==> src/rtl/dmsf_pkg.sv <==
// ----------------------------------------------------------------------------
// dmsf_pkg
// Shared widths, constants and reset values of the marquee frame generator.
// ----------------------------------------------------------------------------
package dmsf_pkg;

  localparam int ROWS_DEF     = 8;
  localparam int COLS_DEF     = 24;
  localparam int NUM_PATTERNS = 8;
  localparam int PAT_W        = 24;
  localparam int CFG_IDX_W    = 3;
  localparam int ROW_WORD_W   = 32;
  localparam int ROW_IDX_W    = 3;
  localparam int PHASE_W      = 6;

  localparam logic [ROW_WORD_W-1:0] ROW_SEL_BASE = 32'h0100_0000;

  typedef logic [PAT_W-1:0] pattern_t;

  // Reset contents of the pattern registers; they spell the default message.
  function automatic pattern_t pattern_reset(input logic [CFG_IDX_W-1:0] idx);
    pattern_t val;
    case (idx)
      3'd0:    val = 24'd15189957;
      3'd1:    val = 24'd14413805;
      3'd2:    val = 24'd15194069;
      3'd3:    val = 24'd16777213;
      3'd4:    val = 24'd8487899;
      3'd5:    val = 24'd16773059;
      3'd6:    val = 24'd14675931;
      3'd7:    val = 24'd12840899;
      default: val = '1;
    endcase
    return val;
  endfunction

endpackage

==> src/rtl/dmsf_pattern_regs.sv <==
// ----------------------------------------------------------------------------
// dmsf_pattern_regs
// Register file holding the active-low column pattern of each matrix row.
// ----------------------------------------------------------------------------
module dmsf_pattern_regs (
  input  logic                                clk,
  input  logic                                rst_n,
  input  logic                                cfg_we,
  input  logic [dmsf_pkg::CFG_IDX_W-1:0]      cfg_index,
  input  logic [dmsf_pkg::PAT_W-1:0]          cfg_data,
  input  logic [dmsf_pkg::CFG_IDX_W-1:0]      rd_index,
  output dmsf_pkg::pattern_t                  rd_pattern
);

  dmsf_pkg::pattern_t pattern_r [dmsf_pkg::NUM_PATTERNS];

  always_ff @(posedge clk) begin
    if (!rst_n) begin
      for (int i = 0; i < dmsf_pkg::NUM_PATTERNS; i++) begin
        pattern_r[i] <= dmsf_pkg::pattern_reset(dmsf_pkg::CFG_IDX_W'(i));
      end
    end else if (cfg_we) begin
      pattern_r[cfg_index] <= cfg_data;
    end
  end

  assign rd_pattern = pattern_r[rd_index];

endmodule

==> src/rtl/dmsf_row_shifter.sv <==
// ----------------------------------------------------------------------------
// dmsf_row_shifter
// Computes the column bits of one row for a given scroll phase.
// ----------------------------------------------------------------------------
module dmsf_row_shifter #(
  parameter int COLS = dmsf_pkg::COLS_DEF
) (
  input  dmsf_pkg::pattern_t               pattern,
  input  logic [dmsf_pkg::PHASE_W-1:0]     phase,
  output dmsf_pkg::pattern_t               columns
);

  localparam dmsf_pkg::pattern_t COL_MASK =
    {dmsf_pkg::PAT_W{1'b1}} >> (dmsf_pkg::PAT_W - COLS);

  dmsf_pkg::pattern_t             lit;
  dmsf_pkg::pattern_t             moved;
  logic [dmsf_pkg::PHASE_W-1:0]   shamt;

  // The pattern is worked on in active-high form so that vacated columns
  // fill with zeros, then inverted back so they read as off.
  always_comb begin
    lit = ~pattern & COL_MASK;
    if (phase < dmsf_pkg::PHASE_W'(COLS)) begin
      shamt = dmsf_pkg::PHASE_W'(COLS - 1) - phase;
      moved = lit >> shamt;
    end else begin
      shamt = phase - dmsf_pkg::PHASE_W'(COLS);
      moved = (lit << shamt) & COL_MASK;
    end
    columns = ~moved & COL_MASK;
  end

endmodule

==> src/rtl/dot_matrix_scroll_frame_gen.sv <==
// ----------------------------------------------------------------------------
// dot_matrix_scroll_frame_gen
// Scroll-in / scroll-out frame generator for an active-low LED dot matrix.
// ----------------------------------------------------------------------------
// Every input beat is one animation tick. A beat with tick set produces one
// frame of ROWS row words (8 at the default size) on the output channel;
// the single output register delivers one row word per cycle while
// out_stall is low. The block stays busy until the last row word of the
// frame is loaded; a beat with tick clear produces nothing. The
// next tick is taken in the same cycle that the last row word of the current
// frame is loaded, so frames stream without a gap when the output side never
// stalls. Each row word carries the one-hot row select in bits 31..24 and the
// active-low column bits in bits 23..0; columns that the scroll has vacated
// read 1 (off). During phases 0 to COLS-1 the message slides in, during
// phases COLS to 2*COLS-1 it slides out, and the phase advances once per
// frame and wraps to 0. Pattern registers are written through the cfg port
// and must only be changed while no frame is in flight.
// ----------------------------------------------------------------------------
module dot_matrix_scroll_frame_gen #(
  parameter int ROWS = dmsf_pkg::ROWS_DEF,
  parameter int COLS = dmsf_pkg::COLS_DEF
) (
  input  logic                                  clk,
  input  logic                                  rst_n,
  // Configuration write port
  input  logic                                  cfg_we,
  input  logic [dmsf_pkg::CFG_IDX_W-1:0]        cfg_index,
  input  logic [dmsf_pkg::PAT_W-1:0]            cfg_data,
  // Tick input channel
  input  logic                                  in_valid,
  output logic                                  in_stall,
  input  logic                                  in_tick,
  // Row word output channel
  output logic                                  out_valid,
  input  logic                                  out_stall,
  output logic [dmsf_pkg::ROW_WORD_W-1:0]       out_row_word,
  output logic [dmsf_pkg::ROW_IDX_W-1:0]        out_row_index,
  output logic [dmsf_pkg::PHASE_W-1:0]          out_frame_phase,
  output logic                                  out_last_row
);

  localparam int PHASE_COUNT = 2 * COLS;
  localparam logic [dmsf_pkg::ROW_IDX_W-1:0] LAST_ROW = dmsf_pkg::ROW_IDX_W'(ROWS - 1);
  localparam logic [dmsf_pkg::PHASE_W-1:0]   LAST_PHASE =
    dmsf_pkg::PHASE_W'(PHASE_COUNT - 1);

  // Frame sequencer state
  logic                               busy_r, busy_nxt;
  logic [dmsf_pkg::ROW_IDX_W-1:0]     row_r, row_nxt;
  logic [dmsf_pkg::PHASE_W-1:0]       fphase_r, fphase_nxt;
  logic [dmsf_pkg::PHASE_W-1:0]       scroll_phase_r, scroll_phase_nxt;

  // Output register
  logic                               out_valid_r, out_valid_nxt;
  logic [dmsf_pkg::ROW_WORD_W-1:0]    out_row_word_r;
  logic [dmsf_pkg::ROW_IDX_W-1:0]     out_row_index_r;
  logic [dmsf_pkg::PHASE_W-1:0]       out_frame_phase_r;
  logic                               out_last_row_r;

  logic                               out_free;
  logic                               load;
  logic                               row_is_last;
  logic                               accept;
  logic [dmsf_pkg::PHASE_W-1:0]       phase_cur;
  dmsf_pkg::pattern_t                 pattern;
  dmsf_pkg::pattern_t                 columns;

  dmsf_pattern_regs u_regs (
    .clk        (clk),
    .rst_n      (rst_n),
    .cfg_we     (cfg_we),
    .cfg_index  (cfg_index),
    .cfg_data   (cfg_data),
    .rd_index   (row_r),
    .rd_pattern (pattern)
  );

  dmsf_row_shifter #(
    .COLS (COLS)
  ) u_shift (
    .pattern (pattern),
    .phase   (fphase_r),
    .columns (columns)
  );

  // The output register takes a new word when it is empty or its word is
  // leaving this cycle.
  assign out_free    = !out_valid_r || !out_stall;
  assign load        = busy_r && out_free;
  assign row_is_last = (row_r == LAST_ROW);

  // A new tick may enter while the last row of the current frame loads.
  assign in_stall = busy_r && !(load && row_is_last);
  assign accept   = in_valid && !in_stall;

  // A phase outside the legal range is read as phase zero.
  assign phase_cur = (scroll_phase_r >= dmsf_pkg::PHASE_W'(PHASE_COUNT)) ? '0 : scroll_phase_r;

  always_comb begin
    busy_nxt         = busy_r;
    row_nxt          = row_r;
    fphase_nxt       = fphase_r;
    scroll_phase_nxt = scroll_phase_r;

    if (load) begin
      row_nxt = row_r + 1'b1;
      if (row_is_last) begin
        busy_nxt = 1'b0;
      end
    end

    if (accept && in_tick) begin
      busy_nxt         = 1'b1;
      row_nxt          = '0;
      fphase_nxt       = phase_cur;
      scroll_phase_nxt = (phase_cur == LAST_PHASE) ? '0 : phase_cur + 1'b1;
    end
  end

  always_comb begin
    out_valid_nxt = out_valid_r;
    if (load) begin
      out_valid_nxt = 1'b1;
    end else if (!out_stall) begin
      out_valid_nxt = 1'b0;
    end
  end

  always_ff @(posedge clk) begin
    if (!rst_n) begin
      busy_r         <= 1'b0;
      row_r          <= '0;
      fphase_r       <= '0;
      scroll_phase_r <= '0;
      out_valid_r    <= 1'b0;
    end else begin
      busy_r         <= busy_nxt;
      row_r          <= row_nxt;
      fphase_r       <= fphase_nxt;
      scroll_phase_r <= scroll_phase_nxt;
      out_valid_r    <= out_valid_nxt;
    end
  end

  // Payload carries no reset; it is qualified by out_valid_r.
  always_ff @(posedge clk) begin
    if (load) begin
      out_row_word_r    <= (dmsf_pkg::ROW_SEL_BASE << row_r)
                         | dmsf_pkg::ROW_WORD_W'(columns);
      out_row_index_r   <= row_r;
      out_frame_phase_r <= fphase_r;
      out_last_row_r    <= row_is_last;
    end
  end

  assign out_valid       = out_valid_r;
  assign out_row_word    = out_row_word_r;
  assign out_row_index   = out_row_index_r;
  assign out_frame_phase = out_frame_phase_r;
  assign out_last_row    = out_last_row_r;

endmodule

==> config.mk <==
export PLATFORM = sky130hd
export DESIGN_NAME = dot_matrix_scroll_frame_gen
export DESIGN_NICKNAME = d
export VERILOG_FILES = /design/src/rtl/dmsf_pkg.sv /design/src/rtl/dmsf_pattern_regs.sv /design/src/rtl/dmsf_row_shifter.sv /design/src/rtl/dot_matrix_scroll_frame_gen.sv
export SDC_FILE = /design/constraint.sdc
export NUM_CORES = 1
export LEC_CHECK = 0
export CAP_MARGIN = 20
export CORE_ASPECT_RATIO = 1.4
export CORE_UTILIZATION = 57
export CTS_CLUSTER_SIZE = 20
export DETAILED_ROUTE_END_ITERATION = 6
export DONT_BUFFER_PORTS = 1
export HOLD_SLACK_MARGIN = 0.02
export PLACE_DENSITY = 0.72
export SETUP_SLACK_MARGIN = 0.1
export SYNTH_ARGS = -nofsm -noshare
export SYNTH_HDL_FRONTEND = slang
export SYNTH_HIERARCHICAL = 1
export SYNTH_SLANG_ARGS = --single-unit
==> constraint.sdc <==
create_clock -name clk -period 7.4 [get_ports clk]
set_input_delay 0.37 -clock clk [delete_from_list [all_inputs] [get_ports clk]]
set_output_delay 0.37 -clock clk [all_outputs]
set_load 0.03 [all_outputs]
==> flow_metrics.tcl <==
set metrics [dict create \
    grt_overflow 0 \
    setup_viol 0 \
    cts_sinks 251 \
    synth_ff_type "edfxtp_1" \
    path_max_fanout 28 \
    fillers 1736 \
    dp_hpwl_mm 20.90 \
    rsz0062_at_grt "false" \
    hold-worst-slack_ns 0.02237 \
    dp.cells 1218 \
    slew_viol_final 0 \
    grt_pass1_vias 8916 \
    peakVddDrop_mv 0.1834 \
    synth-edff-count 234 \
    worstHoldStart "cfg_data[6]" \
    hold_path_end "u_regs/pattern_r[0][6]" \
    ys_seq_area_frac 0.5675 \
    r2r-start "row_r[0]" \
    clockBufferDepth 3 \
    floorplan.rows 65 \
    fin_crit_ns 3.842 \
    drive_gt1_frac 0.1903 \
    drc 2 \
    fin_util 0.6345 \
    arrival_ns 4.11 \
    status "finished with violations" \
    hold_path.class "input pin to flop" \
    grt_pass1_wl_mm 52.18 \
    fmax_mhz 260.3 \
    via_per_inst 6.826 \
    antenna_cells 0 \
    initial_core_util 0.5784 \
    htree_levels 1 \
    antenna_found_initial 0 \
    netlist_area_um2 12980 \
    slew_headroom 0.2266 \
    yosysUniqueCellTypes 66 \
    layout_setup_ws_ns 3.558 \
    synth-seq-cells 251 \
    vias 8799 \
    skew_ns 0.009335 \
    ios 77 \
    avgRoutedWirePerCell_um 26.18 \
    cts-root-buf "clkbuf_16" \
    io_buffers 0 \
    die-area_um2 23390 \
    drt_iter0_drc 833 \
    clk_pin_slew_ns 0.07 \
    max_cap_violations 0 \
    core_um2 22450 \
    avgSynthCellArea_um2 13.40 \
    worstMarginPinSlew_ns 1.156 \
    async_flop_share 0 \
    post_cts_buffers 0 \
    syn_inst 969 \
    hold_violations 0 \
    p_leak_nw 4.555 \
    clkLatencyLatePin_ns 0.53 \
    criticalPathCategory "flop to flop" \
    synthesis.nets 1009 \
    wl_mm 33.74 \
    violations "design-rule violations" \
    die_h_um 180.6 \
    cp.required_ns 7.67 \
    place_congestion 0.9898 \
    syn_to_final_growth_pct 9.705 \
    numCtsBuffers 24 \
    r2r_end "out_row_word[10]" \
    grt_usage 0.2982 \
    antenna_left 0 \
    end_kind "flop" \
    final_cell_count_no_fill 1289 \
    cts_tree "yes" \
    dr.pass1.iters 7 \
    grt_max_degree 81 \
    yosysWarnings 6 \
    ctsResizeCount 0 \
    fin_crit_sh 0.5192 \
    ctsHoldBuffers 27 \
    cp-start-kind "flop" \
    power.density_nw_per_um2 222.5 \
    fp.dieW_um 129.6 \
    dp_slack_ns 3.561 \
    layout.nets 1010 \
    reg2reg_slack_ns 3.56 \
    worstRegToRegCells 8 \
    min_delay_path_depth 1 \
    tns_ns 0 \
]
[metal layers]
layer / GRT usage / up-vias / routed length (um)
met3: 0.04008 / 108 / 2329
met5: 0 / - / 0
li1: - / 3841 / -
met2: 0.5138 / 470 / 17330
met1: 0.3650 / 4380 / 12300
met4: 0.1474 / 0 / 1790
[area by class of cell]
class	count	area (um2)	share of cell area
inverter	11	41.29	0.002899
clock inverter	14	85.08	0.005974
sequential	251	7375	0.5178
tap	301	376.6	0.02644
timing repair buffer	53	465.4	0.03268
multi-input combinational	629	5224	0.3668
clock buffer	30	675.6	0.04744
[cells in the final DEF, fill, tap and decap left out, drive strengths merged, types with 13 or more instances in the layout]
cell type	n
buf	26
clkbuf	30
mux2	47
nor2b	16
dlygate4sd3	27
mux2i	31
and2	13
o21ai	27
nor2	41
or3	140
and3	55
a21oi	23
nand2	39
mux4	55
dfxtp	17
edfxtp	234
[sequential cells by signal, indices dropped and copies added (netlist names)]
register	cells
out_valid	1
out_last_row	1
row_r	3
scroll_phase_r	6
fphase_r	6
out_row_index	3
out_frame_phase	6
u_regs/pattern_r	192
busy_r	1
out_row_word	32
[report_power, final]
part           internal (mW)  total (mW)  switching [mW]
registers               1.62        1.66          0.0363
logic                  0.127       0.324           0.197
clock network          0.652        1.18           0.532
[critical path: stages, from the launching register on]
cell and delay [ns]:
dfxtp_4 0.69, buf_4 0.56, mux4_2 0.56, mux2_2 0.31, mux2_2 0.29, o21ai_0 0.53, nor2_1 0.07, a2111oi_0 0.45
nor4_1 0.10
[worst max path at each step]
stage	depth (start not counted)	slack, ns	start	end
6_report	8	3.56	row_r[0]	out_row_word[10]
3_5_place_dp	8	3.56	row_r[0]	out_row_word[10]
2_1_floorplan	3	4.25	busy_r	row_r[2]
5_1_grt	8	3.32	row_r[0]	out_row_word[10]
4_1_cts	8	3.58	row_r[0]	out_row_word[10]
3_3_place_gp	8	3.57	row_r[0]	out_row_word[10]
[kinds of logic (layout without fill, tap and decap cells)]
| group | after synthesis | count (layout) | synth area share |
|---|---|---|---|
| multiplexers | 133 | 133 | 0.1641 |
| AND/OR/NAND/NOR | 357 | 357 | 0.1564 |
| adder cells (fa/ha/maj) | 7 | 7 | 0.006746 |
| flip-flops | 251 | 251 | 0.5675 |
| AO/OA/AOI/OAI | 131 | 131 | 0.07036 |
| XOR/XNOR | 1 | 1 | 0.0006748 |
| buffers and inverters | 89 | 108 | 0.03421 |
[per-stage QoR]
| stage | area (um2) | power, mW |
|---|---|---|
| after detailed placement | 13210 | 1.992 |
| after global placement | 13210 | 1.986 |
| after CTS | 14240 | 3.176 |
| after global routing | 14240 | 3.261 |
| final | 14240 | 3.168 |
| after floorplan | 12980 | 1.895 |
[cell usage after synthesis, types with 4 or more instances]
library cell,number,area (um2)
a211oi_1,7,52.55
edfxtp_1,234,7027
a31oi_1,7,43.79
ha_1,7,87.58
a2111oi_0,4,35.03
inv_1,10,37.54
mux4_2,55,1239
o22ai_1,10,62.56
nor4_1,6,37.54
mux2i_1,31,310.3
a21oi_1,22,110.1
nand3_1,12,60.06
and2_1,12,75.07
dfxtp_1,17,340.3
a22oi_1,9,67.56
and3_1,55,344.1
a32o_1,4,40.04
clkbuf_1,49,183.9
a222oi_1,7,70.07
nand3b_1,4,30.03
nand2b_1,9,56.30
buf_6,4,45.04
mux2_2,33,371.6
a221oi_1,8,70.07
buf_2,16,80.08
o21ai_0,25,125.1
or3_1,140,875.8
nand2_1,39,146.4
nor2_1,41,153.9
nor2b_1,15,93.84
nor3_1,12,60.06
mux2_4,14,210.2
Note: power is estimated with default switching activity, not from simulation.
